**config.mk**
```make
export PLATFORM = sky130hd
export DESIGN_NAME = adc_packet_deframer_calibrator_unit_flat
export DESIGN_NICKNAME = d
export VERILOG_FILES = /design/src/rtl/core/apdc_pkg.sv /design/src/rtl/core/apdc_if.sv /design/src/rtl/core/apdc_cal.sv /design/src/rtl/core/adc_packet_deframer_calibrator_unit.sv /design/src/flat_wrapper.sv
export VERILOG_INCLUDE_DIRS = /design/src /design/src/rtl/core
export SDC_FILE = /design/constraint.sdc
export NUM_CORES = 1
export LEC_CHECK = 0
export BUFFER_PORTS_ARGS = -buffer_cell sky130_fd_sc_hd__buf_2
export CAP_MARGIN = 25
export CELL_PAD_IN_SITES_DETAIL_PLACEMENT = 0
export CELL_PAD_IN_SITES_GLOBAL_PLACEMENT = 1
export CORE_MARGIN = 2
export CORE_UTILIZATION = 54
export CTS_CLUSTER_DIAMETER = 50
export DETAILED_ROUTE_END_ITERATION = 8
export HOLD_SLACK_MARGIN = 0.15
export PLACE_DENSITY = 0.93
export SKIP_CTS_REPAIR_TIMING = 1
export SLEW_MARGIN = 25
export SYNTH_ARGS = -nofsm -noshare
export SYNTH_HDL_FRONTEND = slang
export SYNTH_SLANG_ARGS = --single-unit
```
**constraint.sdc**
```tcl
create_clock -name clk -period 18.05 [get_ports clk]
set_input_delay 3.61 -clock clk [delete_from_list [all_inputs] [get_ports clk]]
set_output_delay 3.61 -clock clk [all_outputs]
set_load 0.005 [all_outputs]
```
**src/rtl/core/assert_macros.svh**
```systemverilog
// Assertion helpers shared by the RTL. All checks sample on the rising edge of clk.
`ifndef ASSERT_MACROS_SVH
`define ASSERT_MACROS_SVH

// The check is switched off while reset is held.
`define ASSERT_CLK(label, prop, msg) \
  label: assert property (@(posedge clk) disable iff (!rst_n) prop) else $error(msg);

// The check also holds in the cycles where reset is held.
`define ASSERT_CLK_ALWAYS(label, prop, msg) \
  label: assert property (@(posedge clk) prop) else $error(msg);

`endif

```
**src/rtl/core/apdc_pkg.sv**
```systemverilog
package apdc_pkg;

  // Packet framing.
  localparam int PKT_LEN = 14;
  localparam int STORE_DEPTH = PKT_LEN - 1;
  localparam int POS_W = 4;
  localparam logic [POS_W-1:0] LAST_POS = POS_W'(PKT_LEN - 1);
  localparam int BYTE_W = 8;
  localparam int ID_W = 16;

  // Channels and calibration.
  localparam int CH_NUM = 7;
  localparam int RAW_W = 12;
  localparam int DIFF_W = RAW_W + 1;
  localparam int CH_W = 27;
  localparam int VOLT_CH = 6;
  localparam int CUR_OFFSET = 2500;
  localparam int VOLT_OFFSET = 2380;
  localparam int FRAC_BITS_DEF = 16;

  // A completed packet as it waits for calibration.
  typedef struct packed {
    logic [ID_W-1:0]                   id;
    logic                              seq_err;
    logic [CH_NUM-1:0][RAW_W-1:0]      raw;
  } pkt_t;

endpackage

```
**src/rtl/core/apdc_if.sv**
```systemverilog
// Byte request channel.
interface apdc_in_if;
  logic                         valid;
  logic                         ready;
  logic [apdc_pkg::BYTE_W-1:0]  data_byte;

  modport source (output valid, output data_byte, input ready);
  modport sink (input valid, input data_byte, output ready);
endinterface

// Calibrated sample request channel.
interface apdc_out_if;
  logic                              valid;
  logic                              ready;
  logic [apdc_pkg::ID_W-1:0]         seq_id;
  logic                              sequence_error;
  logic signed [apdc_pkg::CH_W-1:0]  current_a;
  logic signed [apdc_pkg::CH_W-1:0]  current_b;
  logic signed [apdc_pkg::CH_W-1:0]  current_c;
  logic signed [apdc_pkg::CH_W-1:0]  current_d;
  logic signed [apdc_pkg::CH_W-1:0]  current_e;
  logic signed [apdc_pkg::CH_W-1:0]  current_f;
  logic signed [apdc_pkg::CH_W-1:0]  mains_voltage;

  modport source (output valid, output seq_id, output sequence_error,
                  output current_a, output current_b, output current_c,
                  output current_d, output current_e, output current_f,
                  output mains_voltage, input ready);
  modport sink (input valid, input seq_id, input sequence_error,
                input current_a, input current_b, input current_c,
                input current_d, input current_e, input current_f,
                input mains_voltage, output ready);
endinterface

```
**src/rtl/core/apdc_cal.sv**
```systemverilog
// One channel of calibration: (raw - OFFSET) * GAIN, saturated to the field width.
module apdc_cal #(
  parameter int              FRAC_BITS = apdc_pkg::FRAC_BITS_DEF,
  parameter int              OFFSET    = apdc_pkg::CUR_OFFSET,
  parameter longint unsigned GAIN      = 64'd0
) (
  input  logic [apdc_pkg::RAW_W-1:0]        raw,
  output logic signed [apdc_pkg::CH_W-1:0]  value
);

  localparam int GAIN_W = FRAC_BITS + 1;
  localparam int PROD_W = apdc_pkg::DIFF_W + GAIN_W;
  localparam int EXT_W = (PROD_W > apdc_pkg::CH_W) ? PROD_W : apdc_pkg::CH_W;
  localparam logic signed [GAIN_W-1:0] GainS = GAIN_W'(GAIN);
  localparam logic signed [EXT_W-1:0] SatHi = EXT_W'((1 <<< (apdc_pkg::CH_W - 1)) - 1);
  localparam logic signed [EXT_W-1:0] SatLo = -SatHi - EXT_W'(1);

  logic signed [apdc_pkg::DIFF_W-1:0] diff;
  logic signed [PROD_W-1:0]           prod;
  logic signed [EXT_W-1:0]            prod_x;

  // Remove the offset, then scale by the fixed-point gain.
  assign diff   = $signed({1'b0, raw}) - apdc_pkg::DIFF_W'(OFFSET);
  assign prod   = PROD_W'(diff) * PROD_W'(GainS);
  assign prod_x = EXT_W'(prod);

  // Clamp to the signed output range.
  always_comb begin
    if (prod_x > SatHi) begin
      value = apdc_pkg::CH_W'(SatHi);
    end else if (prod_x < SatLo) begin
      value = apdc_pkg::CH_W'(SatLo);
    end else begin
      value = apdc_pkg::CH_W'(prod_x);
    end
  end

endmodule

```
**src/rtl/core/adc_packet_deframer_calibrator_unit.sv**
```systemverilog
// Channel   | Dir | Payload                                          | Handshake
// ----------+-----+--------------------------------------------------+------------
// in_ch     | in  | data_byte[7:0]                                   | valid/ready
// out_ch    | out | seq_id, sequence_error, 7 x Q signed [26:0]      | valid/ready
// cfg       | in  | cfg_wdata = device_kind                          | cfg_we
//
// One byte is taken per cycle while in_ch.ready is high. The 14th byte of a packet
// fills the packet register, and the calibrated result passes from there into the
// output register once that register is free. The input stalls only while a
// finished packet waits behind an output that is held by out_ch.ready.
// Reset (rst_n low, synchronous) clears framing, sequence tracking, the halt flag
// and device_kind. After a sequence error every later byte is taken and dropped.
`include "assert_macros.svh"

module adc_packet_deframer_calibrator_unit #(
  parameter int FRAC_BITS = apdc_pkg::FRAC_BITS_DEF
) (
  input  logic              clk,
  input  logic              rst_n,
  apdc_in_if.sink           in_ch,
  apdc_out_if.source        out_ch,
  input  logic              cfg_we,
  input  logic              cfg_wdata
);

  // Gains rounded to the nearest step of 2^-FRAC_BITS, halves up.
  localparam longint unsigned GainA =
    ((64'd15151515 << FRAC_BITS) + 64'd500000000) / 64'd1000000000;
  localparam longint unsigned GainB =
    ((64'd5405405 << FRAC_BITS) + 64'd500000000) / 64'd1000000000;
  localparam longint unsigned GainV =
    ((64'd2853 << FRAC_BITS) + 64'd5000) / 64'd10000;

  logic                              dev_kind_r;
  logic [apdc_pkg::POS_W-1:0]        byte_pos_r, byte_pos_nxt;
  logic [apdc_pkg::BYTE_W-1:0]       pkt_bytes_r [apdc_pkg::STORE_DEPTH];
  logic [apdc_pkg::ID_W-1:0]         prev_id_r, prev_id_nxt;
  logic                              seeded_r, seeded_nxt;
  logic                              halted_r, halted_nxt;

  logic                              s1_v_r, s1_v_nxt;
  apdc_pkg::pkt_t                    s1_pkt_r;
  apdc_pkg::pkt_t                    pkt_nxt;

  logic                              out_v_r, out_v_nxt;
  logic [apdc_pkg::ID_W-1:0]         out_id_r;
  logic                              out_err_r;
  logic signed [apdc_pkg::CH_W-1:0]  out_ch_r [apdc_pkg::CH_NUM];
  logic signed [apdc_pkg::CH_W-1:0]  cal_val [apdc_pkg::CH_NUM];

  logic                              in_fire;
  logic                              out_free;
  logic                              s1_adv;
  logic                              s1_load;
  logic                              is_last;

  // Handshake control.
  assign out_free    = !out_v_r || out_ch.ready;
  assign s1_adv      = s1_v_r && out_free;
  assign in_ch.ready = !s1_v_r || out_free;
  assign in_fire     = in_ch.valid && in_ch.ready;
  assign is_last     = (byte_pos_r == apdc_pkg::LAST_POS);
  assign s1_load     = in_fire && !halted_r && is_last;

  // Assemble the packet from the stored bytes and the closing byte.
  always_comb begin
    if (!dev_kind_r) begin
      pkt_nxt.id = {pkt_bytes_r[0], pkt_bytes_r[1]};
    end else begin
      pkt_nxt.id = {pkt_bytes_r[1], pkt_bytes_r[0]};
    end
    pkt_nxt.seq_err = seeded_r && (pkt_nxt.id != apdc_pkg::ID_W'(prev_id_r + 1'b1));
    for (int j = 0; j < apdc_pkg::CH_NUM; j++) begin
      pkt_nxt.raw[j][apdc_pkg::RAW_W-1] = in_ch.data_byte[j+1];
      for (int i = 2; i < apdc_pkg::STORE_DEPTH; i++) begin
        pkt_nxt.raw[j][i-2] = pkt_bytes_r[i][j+1];
      end
    end
  end

  // Framing and sequence tracking.
  always_comb begin
    byte_pos_nxt = byte_pos_r;
    prev_id_nxt  = prev_id_r;
    seeded_nxt   = seeded_r;
    halted_nxt   = halted_r;
    if (in_fire && !halted_r) begin
      if (is_last) begin
        byte_pos_nxt = '0;
        if (pkt_nxt.seq_err) begin
          halted_nxt = 1'b1;
        end else begin
          seeded_nxt  = 1'b1;
          prev_id_nxt = pkt_nxt.id;
        end
      end else begin
        byte_pos_nxt = byte_pos_r + 1'b1;
      end
    end
  end

  always_ff @(posedge clk) begin
    if (!rst_n) begin
      dev_kind_r <= 1'b0;
      byte_pos_r <= '0;
      prev_id_r  <= '0;
      seeded_r   <= 1'b0;
      halted_r   <= 1'b0;
    end else begin
      if (cfg_we) begin
        dev_kind_r <= cfg_wdata;
      end
      byte_pos_r <= byte_pos_nxt;
      prev_id_r  <= prev_id_nxt;
      seeded_r   <= seeded_nxt;
      halted_r   <= halted_nxt;
    end
  end

  // Packet byte store, written at the current position.
  always_ff @(posedge clk) begin
    if (in_fire && !halted_r && !is_last) begin
      pkt_bytes_r[byte_pos_r] <= in_ch.data_byte;
    end
  end

  // Packet register between framing and calibration.
  assign s1_v_nxt = s1_load || (s1_v_r && !out_free);

  always_ff @(posedge clk) begin
    if (!rst_n) begin
      s1_v_r <= 1'b0;
    end else begin
      s1_v_r <= s1_v_nxt;
    end
  end

  always_ff @(posedge clk) begin
    if (s1_load) begin
      s1_pkt_r <= pkt_nxt;
    end
  end

  // Per-channel calibration.
  for (genvar j = 0; j < apdc_pkg::CH_NUM; j++) begin : g_cal
    apdc_cal #(
      .FRAC_BITS (FRAC_BITS),
      .OFFSET    ((j == apdc_pkg::VOLT_CH) ? apdc_pkg::VOLT_OFFSET : apdc_pkg::CUR_OFFSET),
      .GAIN      ((j == 0) ? GainA : ((j == apdc_pkg::VOLT_CH) ? GainV : GainB))
    ) u_cal (
      .raw   (s1_pkt_r.raw[j]),
      .value (cal_val[j])
    );
  end

  // Result register; an error result carries zero channels.
  assign out_v_nxt = s1_adv || (out_v_r && !out_ch.ready);

  always_ff @(posedge clk) begin
    if (!rst_n) begin
      out_v_r <= 1'b0;
    end else begin
      out_v_r <= out_v_nxt;
    end
  end

  always_ff @(posedge clk) begin
    if (s1_adv) begin
      out_id_r  <= s1_pkt_r.id;
      out_err_r <= s1_pkt_r.seq_err;
      for (int j = 0; j < apdc_pkg::CH_NUM; j++) begin
        out_ch_r[j] <= s1_pkt_r.seq_err ? '0 : cal_val[j];
      end
    end
  end

  assign out_ch.valid          = out_v_r;
  assign out_ch.seq_id         = out_id_r;
  assign out_ch.sequence_error = out_err_r;
  assign out_ch.current_a      = out_ch_r[0];
  assign out_ch.current_b      = out_ch_r[1];
  assign out_ch.current_c      = out_ch_r[2];
  assign out_ch.current_d      = out_ch_r[3];
  assign out_ch.current_e      = out_ch_r[4];
  assign out_ch.current_f      = out_ch_r[5];
  assign out_ch.mains_voltage  = out_ch_r[6];

  // Checks.
  `ASSERT_CLK(a_no_pkt_when_halted, !(halted_r && s1_load), "packet formed while halted")
  `ASSERT_CLK(a_halt_after_err, (s1_load && pkt_nxt.seq_err) |=> halted_r, "error did not halt")
  `ASSERT_CLK(a_err_zero_ch, (out_v_r && out_err_r) |-> (out_ch_r[0] == '0 && out_ch_r[6] == '0), "error result has nonzero channels")
  `ASSERT_CLK(a_pos_range, byte_pos_r <= apdc_pkg::LAST_POS, "byte position out of range")

endmodule
```
**src/flat_wrapper.sv**
```systemverilog
// flat-port wrapper written by rule: the top's interface ports become plain ports
module adc_packet_deframer_calibrator_unit_flat 
#(
  parameter int FRAC_BITS = apdc_pkg::FRAC_BITS_DEF
)
  (clk, rst_n, cfg_we, cfg_wdata, in_ch_valid, in_ch_data_byte, in_ch_ready, out_ch_valid, out_ch_seq_id, out_ch_sequence_error, out_ch_current_a, out_ch_current_b, out_ch_current_c, out_ch_current_d, out_ch_current_e, out_ch_current_f, out_ch_mains_voltage, out_ch_ready);
  apdc_in_if in_ch_i ();
  apdc_out_if out_ch_i ();
  input  logic clk;
  input  logic rst_n;
  input  logic cfg_we;
  input  logic cfg_wdata;
  input wire logic [$bits(in_ch_i.valid)-1:0] in_ch_valid;
  input wire logic [$bits(in_ch_i.data_byte)-1:0] in_ch_data_byte;
  output wire logic [$bits(in_ch_i.ready)-1:0] in_ch_ready;
  output wire logic [$bits(out_ch_i.valid)-1:0] out_ch_valid;
  output wire logic [$bits(out_ch_i.seq_id)-1:0] out_ch_seq_id;
  output wire logic [$bits(out_ch_i.sequence_error)-1:0] out_ch_sequence_error;
  output wire logic [$bits(out_ch_i.current_a)-1:0] out_ch_current_a;
  output wire logic [$bits(out_ch_i.current_b)-1:0] out_ch_current_b;
  output wire logic [$bits(out_ch_i.current_c)-1:0] out_ch_current_c;
  output wire logic [$bits(out_ch_i.current_d)-1:0] out_ch_current_d;
  output wire logic [$bits(out_ch_i.current_e)-1:0] out_ch_current_e;
  output wire logic [$bits(out_ch_i.current_f)-1:0] out_ch_current_f;
  output wire logic [$bits(out_ch_i.mains_voltage)-1:0] out_ch_mains_voltage;
  input wire logic [$bits(out_ch_i.ready)-1:0] out_ch_ready;
  assign in_ch_i.valid = in_ch_valid;
  assign in_ch_i.data_byte = in_ch_data_byte;
  assign in_ch_ready = in_ch_i.ready;
  assign out_ch_valid = out_ch_i.valid;
  assign out_ch_seq_id = out_ch_i.seq_id;
  assign out_ch_sequence_error = out_ch_i.sequence_error;
  assign out_ch_current_a = out_ch_i.current_a;
  assign out_ch_current_b = out_ch_i.current_b;
  assign out_ch_current_c = out_ch_i.current_c;
  assign out_ch_current_d = out_ch_i.current_d;
  assign out_ch_current_e = out_ch_i.current_e;
  assign out_ch_current_f = out_ch_i.current_f;
  assign out_ch_mains_voltage = out_ch_i.mains_voltage;
  assign out_ch_i.ready = out_ch_ready;
  adc_packet_deframer_calibrator_unit #(.FRAC_BITS(FRAC_BITS)) u_core (.clk(clk), .rst_n(rst_n), .in_ch(in_ch_i), .out_ch(out_ch_i), .cfg_we(cfg_we), .cfg_wdata(cfg_wdata));
endmodule
```
# Word-level counts from Yosys, hierarchy flattened
# Memory sizes are Yosys's and may differ from the RTL's. A register that Yosys moved wholly into a read port is not among the register bits.
# Cells that the tools add are included.
[word_totals] register_bits=143 latchBits=0 ramBits=293 romBits=0 in_bits=14 output_inout_bits=208 word_cells=100 n_memories=2
[mem_list] memory="u_core.out_ch_r" words=7 word_bits=27 read_ports=7 rd_clocked_by_memory_dff=0 write_ports=7 line="adc_packet_deframer_calibrator_unit.sv:48" rtl="logic signed [apdc_pkg::CH_W-1:0] out_ch_r [apdc_pkg::CH_NUM];"
[mem_list] memory="u_core.pkt_bytes_r" words=13 word_bits=8 read_ports=13 rd_clocked_by_memory_dff=11 write_ports=1 line="adc_packet_deframer_calibrator_unit.sv:36" rtl="logic [apdc_pkg::BYTE_W-1:0] pkt_bytes_r [apdc_pkg::STORE_DEPTH];"
[classes] addsub=9 mul=7 n_div=0 magnitude_cmp=14 eq_ne=2 n_shift=0 n_mux=27 n_bitwise=1 reduce_logical=20
[op_table] op="2-to-1 mux 27 bit" count=21
[op_table] op="greater-than comparator 23 x 27 -> 1 bit (second input constant)" count=5
[op_table] op="< comparator 23 x 27 -> 1 bit (second input constant)" count=5
[op_table] op="multiplier 13 x 9 -> 22 bit (second input constant)" count=5
[op_table] op="subtractor 12 x 12 -> 13 bit (second input constant)" count=7
[op_table] op="greater-than comparator 29 x 27 -> 1 bit (second input constant)" count=1
[op_table] op="< comparator 29 x 27 -> 1 bit (second input constant)" count=1
[op_table] op="multiplier 13 x 16 -> 29 bit (second input constant)" count=1
[op_table] op="greater-than comparator 24 x 27 -> 1 bit (second input constant)" count=1
[op_table] op="< comparator 24 x 27 -> 1 bit (second input constant)" count=1
[op_table] op="multiplier 13 x 11 -> 24 bit (second input constant)" count=1
[op_table] op="adder 16 x 1 -> 16 bit (second input constant)" count=1
[op_table] op="2-to-1 mux 16 bit" count=1
[op_table] op="inequality test 16 bit" count=1
[op_table] op="logical AND 1 bit" count=8
[op_table] op="zero test 1 bit" count=6
[op_table] op="AND reduction 3 bit" count=2
[op_table] op="adder 4 x 1 -> 4 bit (second input constant)" count=1
[op_table] op="== test 4 bit (second input constant)" count=1
[op_table] op="logical OR 1 bit" count=4
[op_table] op="2-to-1 mux 1 bit" count=4
[op_table] op="2-to-1 mux 4 bit" count=1
[op_table] op="inverter 1 bit" count=1

# Longest topological paths before layout
# Gate-level depths: netlist of the first run.
[depth] word_depth=8 mapped_depth=29 mapped_depth_nobuf=27

# By module
# A second synthesis of the first run with hierarchy kept.
[hier_totals] cells_unflattened=2725 hier_area_um2=31317.5
[modules_own_cells] module="adc_packet_deframer_calibrator_unit" instances=1 cells_per_inst=828 area_per_inst_um2=15089.5 seq_area_each_um2=12512.0
[modules_own_cells] module="apdc_cal (u_core.g_cal[2].u_cal ...)" instances=2 cells_per_inst=237 area_per_inst_um2=2045.7 seq_area_each_um2=0.0
[modules_own_cells] module="apdc_cal (u_core.g_cal[6].u_cal)" instances=1 cells_per_inst=414 area_per_inst_um2=3373.2 seq_area_each_um2=0.0
[modules_own_cells] module="apdc_cal (u_core.g_cal[0].u_cal)" instances=1 cells_per_inst=294 area_per_inst_um2=2685.1 seq_area_each_um2=0.0
[modules_own_cells] module="apdc_cal (u_core.g_cal[1].u_cal)" instances=1 cells_per_inst=237 area_per_inst_um2=2029.4 seq_area_each_um2=0.0
[modules_own_cells] module="apdc_cal (u_core.g_cal[4].u_cal)" instances=1 cells_per_inst=239 area_per_inst_um2=2026.9 seq_area_each_um2=0.0
[modules_own_cells] module="apdc_cal (u_core.g_cal[5].u_cal)" instances=1 cells_per_inst=239 area_per_inst_um2=2021.9 seq_area_each_um2=0.0

# Worst setup path before layout of the first run
# OpenSTA, ideal clock, no wires.
[synth_path] path_kind="in2reg" from="input port out_ch_ready" to="register u_core.out_id_r, in the netlist u_core.out_ch.seq_id[0], enable pin" setup_ns=0.742 arrival_ns=11.576 required_time_ns=17.308 path_slack_ns=5.732 cell_stages=2 path_buffers=0 cell_sequence="nor2b_1 nor2b_1"
[synth_via] elab_chain_len=2
[synth_rtl] element="from (decl)" line="flat_wrapper.sv:26" rtl="input wire logic [$bits(out_ch_i.ready)-1:0] out_ch_ready;"
[synth_rtl] element="logical OR 1 bit" line="adc_packet_deframer_calibrator_unit.sv:58" rtl="assign out_free = !out_v_r || out_ch.ready;"
[synth_rtl] element="logical AND 1 bit" line="adc_packet_deframer_calibrator_unit.sv:59" rtl="assign s1_adv = s1_v_r && out_free;"
[synth_rtl] element="net u_core.s1_adv" line="adc_packet_deframer_calibrator_unit.sv:53" rtl="logic s1_adv;"
[synth_rtl] element="to (signal assigned)" line="adc_packet_deframer_calibrator_unit.sv:169" rtl="out_id_r <= s1_pkt_r.id;"
[synth_rtl] element="to (decl)" line="adc_packet_deframer_calibrator_unit.sv:46" rtl="logic [apdc_pkg::ID_W-1:0] out_id_r;"
# The timed path passes the listed nets, and every way through them passes these cells.
# A chain may end at the register's enable or synchronous reset.

# Final worst setup path of the first run
[layout_path] from="input port out_ch_ready" to="output port in_ch_ready"
[layout_via] elab_chain_len=2
[layout_rtl] element="logical OR 1 bit" line="adc_packet_deframer_calibrator_unit.sv:58"
[layout_rtl] element="logical OR 1 bit" line="adc_packet_deframer_calibrator_unit.sv:60" rtl="assign in_ch.ready = !s1_v_r || out_free;"
[layout_rtl] element="to (decl)" line="flat_wrapper.sv:15" rtl="output wire logic [$bits(in_ch_i.ready)-1:0] in_ch_ready;"
# Every way passes these cells.

==> results of run 1 <==
==> layer usage <==
metal | global-route usage, % | part of all wire (%) | vias to the layer above
li1 | - | - | 8906
met1 | 26.7 | 43 | 8750
met2 | 35.6 | 49 | 324
met3 | 4.00 | 4.5 | 103
met4 | 7.28 | 3.0 | 4
met5 | 0 | 0.029 | -
==> power groups by stage <==
stage	Sequential, W	Combinational, W	Clock, W
after global routing	0.00101	0.0000289	0.00101
final	0.00101	0.0000264	0.000951
after floorplan	0.00102	0.0000180	0
after detailed placement	0.00103	0.0000264	0
after CTS	0.00101	0.0000264	0.000975
after global placement	0.00102	0.0000252	0
==> cells in the mapped netlist, types with 15 or more instances <==
cell | count | area (sq um)
dfxtp_1 | 25 | 500
o22ai_1 | 26 | 163
nand2_1 | 91 | 342
xor2_1 | 92 | 806
inv_1 | 385 | 1450
xnor2_1 | 82 | 718
or3_1 | 18 | 113
buf_4 | 27 | 203
edfxtp_1 | 373 | 11200
ha_1 | 416 | 5200
a21oi_1 | 82 | 410
nor2_1 | 175 | 657
and3_1 | 18 | 113
o21ai_0 | 35 | 175
mux2_2 | 15 | 169
fa_1 | 174 | 3480
clkbuf_1 | 27 | 101
nor3_1 | 52 | 260
a21o_1 | 34 | 255
nor2b_1 | 43 | 269
mux2i_1 | 17 | 170
nand3_1 | 41 | 205
==> critical path: cells and delay by family <==
kind / cells / cell delay (ns)
buffers and inverters: 2 / 0.29
AND/OR/NAND/NOR: 2 / 0.51
==> logic make-up after synthesis <==
| group | Yosys count |
|---|---|
| compound gates | 274 |
| xor+xnor | 174 |
| fa+ha+maj | 591 |
| mux | 33 |
| other cells | 1 |
| simple gates | 531 |
| buf+inv | 453 |
| flops | 398 |
==> per-stage QoR <==
| stage | cells | util [%] | hold WS, ns | area (sq um) |
|---|---|---|---|---|
| 2_1_floorplan | 2459 | - | 0.400 | 28600 |
| 3_3_place_gp | 3311 | 57.7 | 0.401 | 30300 |
| 3_5_place_dp | 3312 | 57.8 | 0.405 | 30300 |
| 4_1_cts | 3398 | 60.8 | 0.414 | 31900 |
| 5_1_grt | 3399 | 60.8 | 0.420 | 31900 |
| 6_report | 3399 | 60.8 | 0.414 | 31900 |
==> final timing paths <==
check | start | end | slack [ns] | depth (start not counted)
setup / recovery | out_ch_ready | in_ch_ready | 10.03 | 4
hold / removal | u_core.s1_pkt_r[93]$_DFFE_PP_ | u_core.out_ch.seq_id[8]$_DFFE_PP_ | 0.41 | 0
setup reg to reg | u_core.s1_pkt_r[74]$_DFFE_PP_ | u_core.out_ch_r[6][1]$_SDFFCE_PP0P_ | 10.30 | 23
hold reg to reg | u_core.s1_pkt_r[93]$_DFFE_PP_ | u_core.out_ch.seq_id[8]$_DFFE_PP_ | 0.41 | 0
==> layout make-up <==
cell class / instances / area share (%)
multi-input cells: 1608 / 47.3
flip-flops and latches: 398 / 36.7
inverters: 389 / 4.59
clock buffers: 55 / 3.91
repair buffers: 229 / 3.75
well taps: 688 / 2.70
clock inverters: 31 / 1.03
diodes: 1 / 0.00784
==> sequential cells by signal (all words and copies together), names as in the netlist <==
register	flops
u_core.s1_pkt_r	101
u_core.out_ch.seq_id	16
u_core.pkt_bytes_r	93
u_core.seeded_r	1
u_core.s1_v_r	1
u_core.byte_pos_r	4
u_core.out_ch_r	162
u_core.prev_id_r	16
u_core.dev_kind_r	1
u_core.out_ch.valid	1
u_core.halted_r	1
u_core.out_ch.sequence_error	1
==> results_dict.tcl, run 1 <==
set metrics [dict create \
    cp.arrival_ns 4.41 \
    finalSetupTns_ns 0 \
    end_kind "output pin" \
    synth-adder-area-share_pct 30.5 \
    synth_xor_area_share_pct 5.34 \
    die_h_microns 234 \
    multi_input_area_sq_um 15100 \
    max-slew-margin-rel_pct 30.5 \
    netlist_area_sq_um 28500 \
    dieWidth_microns 234 \
    num-fill-cells 4192 \
    p_comb_share_pct 1.3 \
    firstDrtPassIters 6 \
    detailed_place_hpwl_mm 42.6 \
    nets 3278 \
    gp_congestion 0.880 \
    viasPerCell 5.32 \
    routed_wl_mm 56.1 \
    ys_types 71 \
    first_global_vias 18500 \
    max-vdd-ir-drop_uv 63.3 \
    pre_cts_slack_ns 10.00 \
    synthCells 2455 \
    cts_root_buf "clkbuf_16" \
    cts_buffers 48 \
    syn_to_final_growth_pct 11.8 \
    p_clk_share_pct 47.9 \
    syn-mean-instance-area_sq_um 11.6 \
    p_switching_w 0.000419 \
    layout_commonest_cell "ha_1" \
    powerDensity_nw_per_um2 62.2 \
    power_leakage_nw 14.4 \
    die_area_sq_um 54700 \
    cp_max_fo 4 \
    via_count 18100 \
    ant_nets 0 \
    overflow 0 \
    cts_tree "done" \
    grt_max_degree 180 \
    antenna_found_initial 3 \
    grt_pass1_wl_mm 90.9 \
    synth_compound_area_share_pct 6.31 \
    seq_power_share_pct 50.7 \
    final-seq-area_sq_um 11700 \
    outcome "finished clean" \
    tightest_slew_ns 1.04 \
    final_hold_viol_count 0 \
    setup_violations 0 \
    ioPinCount 222 \
    min_path_type "flip-flop to flip-flop" \
    ys_ff_latch 398 \
    track_usage_pct 20.9 \
    intPower_w 0.00156 \
    maxCapViolations 0 \
    synthArstFlopShare_pct 0 \
    synth_ff_type "edfxtp_1" \
    muxShareOfSynthArea_pct 1.24 \
    core-area_sq_um 52400 \
    layout_common_cells "ha_1 (416), inv_1 (385), edfxtp_1 (373)" \
    synth_top_family_by_area "adder cells" \
    cts.sink_count 398 \
    slowest_stage "nor2b_1" \
    io_buffers 216 \
    insertion_delay_ns 0.59 \
    cts.path.max_buffers 3 \
    fin_skew_ns 0.0185 \
    rows 84 \
    start_util_pct 54.4 \
    fmax_mhz 125 \
    drc_errors 0 \
    wl_per_cell_microns 16.5 \
    yosys_warnings 0 \
    final_max_slew_viol_count 0 \
    h-tree-depth 2 \
    synth-simple-area-share_pct 9.22 \
    drtIter0Drc 938 \
    period_needed_ns 8.02 \
    finalPower_w 0.00198 \
    post-route-period-util_pct 44.4 \
    yosysSeqAreaShare_pct 41.0 \
    required_ns 14.44 \
    path_cells "buf_2, nor2b_1, nand2_1, buf_2" \
    max_stage_delay_ns 0.26 \
    layout_setup_ws_ns 10.03 \
    critPathLaunchType "primary input" \
    clk_pin_slew_worst_paths_ns 0.06 \
    layout-drive-gt1-share_pct 13.1 \
    synth_edf_count 373 \
    cpMostUsedCell "buf_2" \
    swShare_pct 21.1 \
    grt_setup_unrepaired "false" \
    crit_type "primary input to output pin" \
]
No activity file was read; power rests on OpenSTA's default activity.
==> inputs of run 2 (changes only) <==
--- a/config.mk
+++ b/config.mk
@@ -11,11 +11,11 @@
 export CELL_PAD_IN_SITES_DETAIL_PLACEMENT = 0
 export CELL_PAD_IN_SITES_GLOBAL_PLACEMENT = 1
 export CORE_MARGIN = 2
-export CORE_UTILIZATION = 54
+export CORE_UTILIZATION = 45
 export CTS_CLUSTER_DIAMETER = 50
 export DETAILED_ROUTE_END_ITERATION = 8
 export HOLD_SLACK_MARGIN = 0.15
-export PLACE_DENSITY = 0.93
+export PLACE_DENSITY = 0.84
 export SKIP_CTS_REPAIR_TIMING = 1
 export SLEW_MARGIN = 25
 export SYNTH_ARGS = -nofsm -noshare
==> constraint.sdc (replaced) <==
create_clock -name clk -period 7.2 [get_ports clk]
set_input_delay 1.44 -clock clk [delete_from_list [all_inputs] [get_ports clk]]
set_output_delay 1.44 -clock clk [all_outputs]
set_load 0.005 [all_outputs]
==> run 2 against run 1 <==
Compared with the run above:
- sequential share of layout area down 0.52 points
- cell area rose by 1.4%
- worst hold slack improved by 0.0010 ns
- clock power rose to 2.7 times the previous value
==> results_dict.tcl, run 2 (synthesis results as in run 1) <==
set metrics [dict create \
    crit_type "flip-flop to flip-flop" \
    dieWidth_microns 256 \
    viasPerCell 5.08 \
    overflow 0 \
    die_h_microns 256 \
    cts.path.max_buffers 3 \
    antenna_found_initial 5 \
    insertion_delay_ns 0.61 \
    detailed_place_hpwl_mm 44.5 \
    pre_cts_slack_ns 0.407 \
    ioPinCount 222 \
    min_path_type "flip-flop to flip-flop" \
    io_buffers 216 \
    required_ns 7.54 \
    final_max_slew_viol_count 0 \
    layout_common_cells "ha_1 (416), inv_1 (385), edfxtp_1 (373)" \
    max-slew-margin-rel_pct 35.0 \
    rr_worst_depth 25 \
    r2r-start "u_core.s1_pkt_r[74]$_DFFE_PP_" \
    h-tree-depth 2 \
    layout-drive-gt1-share_pct 13.6 \
    fin_skew_ns 0.0286 \
    drtIter0Drc 863 \
    grt_pass1_wl_mm 96.3 \
    track_usage_pct 18.1 \
    ant_nets 0 \
    r2r_slack_ns 0.41 \
    die_area_sq_um 65400 \
    firstDrtPassIters 5 \
    finalSetupTns_ns 0 \
    gp_congestion 0.867 \
    layout_commonest_cell "ha_1" \
    crit_start "u_core.s1_pkt_r[74]$_DFFE_PP_" \
    whs_ns 0.415 \
    syn_to_final_growth_pct 13.4 \
    clk_pin_slew_worst_paths_ns 0.06 \
    nets 3292 \
    wl_per_cell_microns 16.4 \
    max-vdd-ir-drop_uv 167 \
    post-route-period-util_pct 94.3 \
    cp_max_fo 13 \
    place_inst 3479 \
    core-area_sq_um 62900 \
    cpMostUsedCell "ha_1" \
    start_util_pct 45.4 \
    routed_wl_mm 58.7 \
    rows 92 \
    setup_violations 0 \
    cts.sink_count 398 \
    r2r_end "u_core.out_ch_r[6][9]$_SDFFCE_PP0P_" \
    final_hold_viol_count 0 \
    drc_errors 0 \
    cp.arrival_ns 7.13 \
    reg.largest.list "u_core.out_ch_r x162, u_core.s1_pkt_r x101, u_core.pkt_bytes_r x93" \
    maxCapViolations 0 \
    fmax_mhz 147 \
    top_register "u_core.out_ch_r" \
    grt_setup_unrepaired "false" \
    slowest_stage "fa_1" \
    period_needed_ns 6.79 \
    powerDensity_nw_per_um2 160 \
    largest_reg_flops 162 \
    cts_root_buf "clkbuf_16" \
    first_global_vias 18900 \
    via_count 18200 \
    cts_tree "done" \
    end_kind "flip-flop" \
    cts_buffers 51 \
    grt_max_degree 122 \
    min_from "u_core.pkt_bytes_r[11][3]$_DFFE_PP_" \
    outcome "finished clean" \
    tightest_slew_ns 0.974 \
    max_stage_delay_ns 0.51 \
    holdPathStages 0 \
    crit_path_end "u_core.out_ch_r[6][9]$_SDFFCE_PP0P_" \
    instances_no_fill 3578 \
    power_leakage_nw 14.5 \
    critPathLaunchType "flip-flop" \
    layout_setup_ws_ns 0.409 \
]
run 2: cell count changes in the layout (fill, tap and decap cells not counted), moves of 2 or more:
| cell | previous run | this run |
|---|---|---|
| buf_4 | 11 | 20 |
| buf_6 | 1 | 3 |
| clkbuf_1 | 6 | 8 |
| clkbuf_16 | 49 | 53 |
| clkbuf_8 | 0 | 2 |
| clkinv_1 | 5 | 9 |
| clkinv_2 | 6 | 3 |
| clkinvlp_4 | 2 | 4 |
| inv_6 | 8 | 5 |
run 2: how the worst min path moves through the flow:
stage / to / slack [ns]
6_report: u_core.s1_pkt_r[33]$_DFFE_PP_ / 0.41
5_1_grt: u_core.out_ch.seq_id[15]$_DFFE_PP_ / 0.42
4_1_cts: u_core.s1_pkt_r[64]$_DFFE_PP_ / 0.42
3_5_place_dp: u_core.s1_pkt_r[12]$_DFFE_PP_ / 0.40
3_3_place_gp: u_core.s1_pkt_r[50]$_DFFE_PP_ / 0.40
2_1_floorplan: u_core.out_ch.seq_id[0]$_DFFE_PP_ / 0.40
run 2: metal layers:
metal	wire, microns	track usage, %	share of wire [%]	vias up
met5	29	0	0.049	-
met4	1480	5.77	2.5	6
met1	26300	23.3	45	8767
met2	28400	30.9	48	356
li1	-	-	-	8952
met3	2530	3.31	4.3	91
run 2: per-stage QoR:
| stage | util (%) | cell area, sq um | power, W |
|---|---|---|---|
| after detailed placement | 48.7 | 30600 | 0.00264 |
| after floorplan | - | 28600 | 0.00261 |
| after CTS | 51.4 | 32300 | 0.00523 |
| final | 51.5 | 32400 | 0.00516 |
| after global placement | 48.6 | 30500 | 0.00263 |
| after global routing | 51.5 | 32400 | 0.00533 |
run 2: where the power goes:
group          internal (W)  switching (W)
sequential          0.00251     0.00000751
clock               0.00151        0.00106
combinational     0.0000238      0.0000427
run 2: cell type report:
| type | instances | area [sq um] |
|---|---|---|
| Antenna cell | 1 | 2.50 |
| Clock buffer | 63 | 1380 |
| Clock inverter | 33 | 348 |
| Fill cell | 5523 | 30500 |
| Inverter | 389 | 1460 |
| Multi-Input combinational cell | 1608 | 15100 |
| Sequential cell | 398 | 11700 |
| Tap cell | 846 | 1060 |
| Timing Repair Buffer | 240 | 1280 |
run 2: critical path: cells and delay by family, from the launching register on:
family          cells  cell delay [ns]
buf+inv             3             0.38
flops               1             0.43
simple gates        6             1.00
fa+ha+maj           9             3.14
xor+xnor            2             0.40
compound gates      5             1.14
==> inputs of run 3 (changes only) <==
--- a/config.mk
+++ b/config.mk
@@ -6,16 +6,18 @@
 export SDC_FILE = /design/constraint.sdc
 export NUM_CORES = 1
 export LEC_CHECK = 0
+export ABC_AREA = 1
 export BUFFER_PORTS_ARGS = -buffer_cell sky130_fd_sc_hd__buf_2
 export CAP_MARGIN = 25
 export CELL_PAD_IN_SITES_DETAIL_PLACEMENT = 0
 export CELL_PAD_IN_SITES_GLOBAL_PLACEMENT = 1
 export CORE_MARGIN = 2
-export CORE_UTILIZATION = 45
+export CORE_UTILIZATION = 44
 export CTS_CLUSTER_DIAMETER = 50
 export DETAILED_ROUTE_END_ITERATION = 8
 export HOLD_SLACK_MARGIN = 0.15
 export PLACE_DENSITY = 0.84
+export REMOVE_ABC_BUFFERS = 1
 export SKIP_CTS_REPAIR_TIMING = 1
 export SLEW_MARGIN = 25
 export SYNTH_ARGS = -nofsm -noshare
==> run 3 against run 2 <==
Compared with the run above:
- first-iteration DRC count increased by 19%
- non-clock buffer count fell by 4
- wire length grew 5.8%
- via count up 8.3%
- critical path type unchanged
- highest routed layer unchanged
==> results_dict.tcl, run 3 <==
set metrics [dict create \
    crit_type "flip-flop to flip-flop" \
    p_comb_share_pct 1.2 \
    netlist_area_sq_um 29100 \
    finalPower_w 0.00525 \
    fin_util_pct 50.1 \
    firstDrtPassIters 5 \
    instances_no_fill 4045 \
    r2r-start "u_core.s1_pkt_r[74]$_DFFE_PP_" \
    rows 94 \
    period_needed_ns 6.39 \
    dieWidth_microns 261 \
    powerDensity_nw_per_um2 160 \
    viasPerCell 4.87 \
    seq_power_share_pct 48.0 \
    crit_buf_inv 4 \
    start_util_pct 44.3 \
    synthCells 2892 \
    track_usage_pct 18.4 \
    syn-mean-instance-area_sq_um 10.1 \
    overflow 0 \
    power_leakage_nw 15.7 \
    cts_root_buf "clkbuf_16" \
    antenna_found_initial 3 \
    max-vdd-ir-drop_uv 181 \
    wl_per_cell_microns 15.4 \
    slowest_stage "edfxtp_1" \
    synth_area_leader_cell "edfxtp_1" \
    ioPinCount 222 \
    cp.arrival_ns 6.81 \
    fmax_mhz 157 \
    yosysMostFrequentCell "inv_1" \
    final_max_slew_viol_count 0 \
    clk_pin_slew_worst_paths_ns 0.06 \
    yosys.area.top_type_share_pct 38.5 \
    outcome "finished clean" \
    detailed_place_hpwl_mm 47.2 \
    num_antenna_cells 0 \
    max_stage_delay_ns 0.53 \
    maxCapViolations 0 \
    layout_common_cells "inv_1 (559), ha_1 (416), nand2_1 (388)" \
    critPathLaunchType "flip-flop" \
    via_count 19700 \
    yosysSeqAreaShare_pct 40.2 \
    num-fill-cells 6004 \
    cp_max_fo 26 \
    h-tree-depth 2 \
    yosys-top-cells-area "edfxtp_1 (39%), ha_1 (18%), fa_1 (12%)" \
    setup_violations 0 \
    whs_ns 0.413 \
    die_area_sq_um 68100 \
    ys_types 49 \
    grt_pass1_wl_mm 99.1 \
    place_inst 3938 \
    required_ns 7.62 \
    io_buffers 216 \
    syn_to_final_growth_pct 13.2 \
    p_switching_w 0.00116 \
    gp_congestion 0.838 \
    min_path_type "flip-flop to flip-flop" \
    end_kind "flip-flop" \
    cts.sink_count 398 \
    cpMostUsedCell "ha_1" \
    layout_commonest_cell "inv_1" \
    yosys_warnings 0 \
    routed_wl_mm 62.1 \
    drtIter0Drc 1030 \
    core-area_sq_um 65600 \
    cts_buffers 57 \
    final_hold_viol_count 0 \
    cts.path.max_buffers 3 \
    swShare_pct 22.1 \
    largest_reg_flops 162 \
    cts_tree "done" \
    critPathTopFamily "adder cells" \
    synth_commonest_cells "inv_1 (560), ha_1 (416), nand2_1 (388), edfxtp_1 (373), nor2_1 (254)" \
    drc_errors 0 \
    die_h_microns 261 \
    synth_ff_type "edfxtp_1" \
    ant_nets 0 \
    post-route-period-util_pct 88.7 \
    crit_start "u_core.s1_pkt_r[74]$_DFFE_PP_" \
    finalSetupTns_ns 0 \
    synthArstFlopShare_pct 0 \
    intPower_w 0.00409 \
    top_register "u_core.out_ch_r" \
    reg.largest.list "u_core.out_ch_r x162, u_core.s1_pkt_r x101, u_core.pkt_bytes_r x93" \
    insertion_delay_ns 0.60 \
    fin_skew_ns 0.0195 \
    first_global_vias 19100 \
    tightest_slew_ns 1.06 \
    layout-drive-gt1-share_pct 11.3 \
    max-slew-margin-rel_pct 28.8 \
    grt_setup_unrepaired "false" \
    nets 3737 \
    grt_max_degree 71 \
    min_from "u_core.pkt_bytes_r[11][3]$_DFFE_PP_" \
    p_clk_share_pct 50.8 \
    ys_ff_latch 398 \
    synth_edf_count 373 \
]
## run 3: cell count changes after synthesis, sizes merged, moves of 53 or more
cell / previous run / this run
nand2: 92 / 391
inv: 385 / 561
a21oi: 82 / 210
o21ai: 36 / 128
nor2: 175 / 256
nand3: 41 / 95
xnor2: 82 / 29
## run 3: area by class of cell
cell class                      count  area [sq um]  share of cell area, %
Clock inverter                     38           329                   1.00
Multi-Input combinational cell   1879         15000                   45.5
Sequential cell                   398         11700                   35.6
Inverter                          561          2110                   6.40
Timing Repair Buffer              236          1230                   3.74
Tap cell                          864          1080                   3.28
Clock buffer                       69          1500                   4.56
## run 3: stage by stage
step	worst slack, ns	instance area [sq um]
floorplan	-3.64	28700
global placement	0.870	31100
detailed placement	0.800	31100
CTS	0.794	32900
global route	0.198	32900
finish	0.811	32900
## run 3: power by group through the flow
| stage | sequential (W) | combinational [W] | clock, W |
|---|---|---|---|
| final | 0.00252 | 0.0000631 | 0.00267 |
| after global routing | 0.00252 | 0.0000715 | 0.00283 |
| after CTS | 0.00252 | 0.0000631 | 0.00274 |
| after detailed placement | 0.00257 | 0.0000625 | 0 |
| after global placement | 0.00257 | 0.0000623 | 0 |
| after floorplan | 0.00257 | 0.0000322 | 0 |
## run 3: path summary, 6_finish.rpt
check                                                      endpoint  slack [ns]  depth (start not counted)
worst min register to register        u_core.s1_pkt_r[33]$_DFFE_PP_        0.41                          0
worst min-delay path                  u_core.s1_pkt_r[33]$_DFFE_PP_        0.41                          0
worst max register to register  u_core.out_ch_r[6][8]$_SDFFCE_PP0P_        0.81                         29
worst max-delay path            u_core.out_ch_r[6][8]$_SDFFCE_PP0P_        0.81                         29
## run 3: cell families (layout without fill, tap and decap cells)
kind of cell,Yosys count,after routing,synth area share (%)
xor+xnor,91,91,2.74
simple gates,799,799,11.3
buf+inv,619,904,8.51
flops,398,398,40.2
other cells,1,5,0.0129
fa+ha+maj,591,591,29.9
compound gates,393,393,7.28
## run 3: metal layers
metal,up-vias,wire length [microns],track usage [%]
met1,9224,29000,25.4
li1,10000,-,-
met4,6,1230,4.28
met2,355,29100,30.7
met3,76,2730,2.86
met5,-,41,0
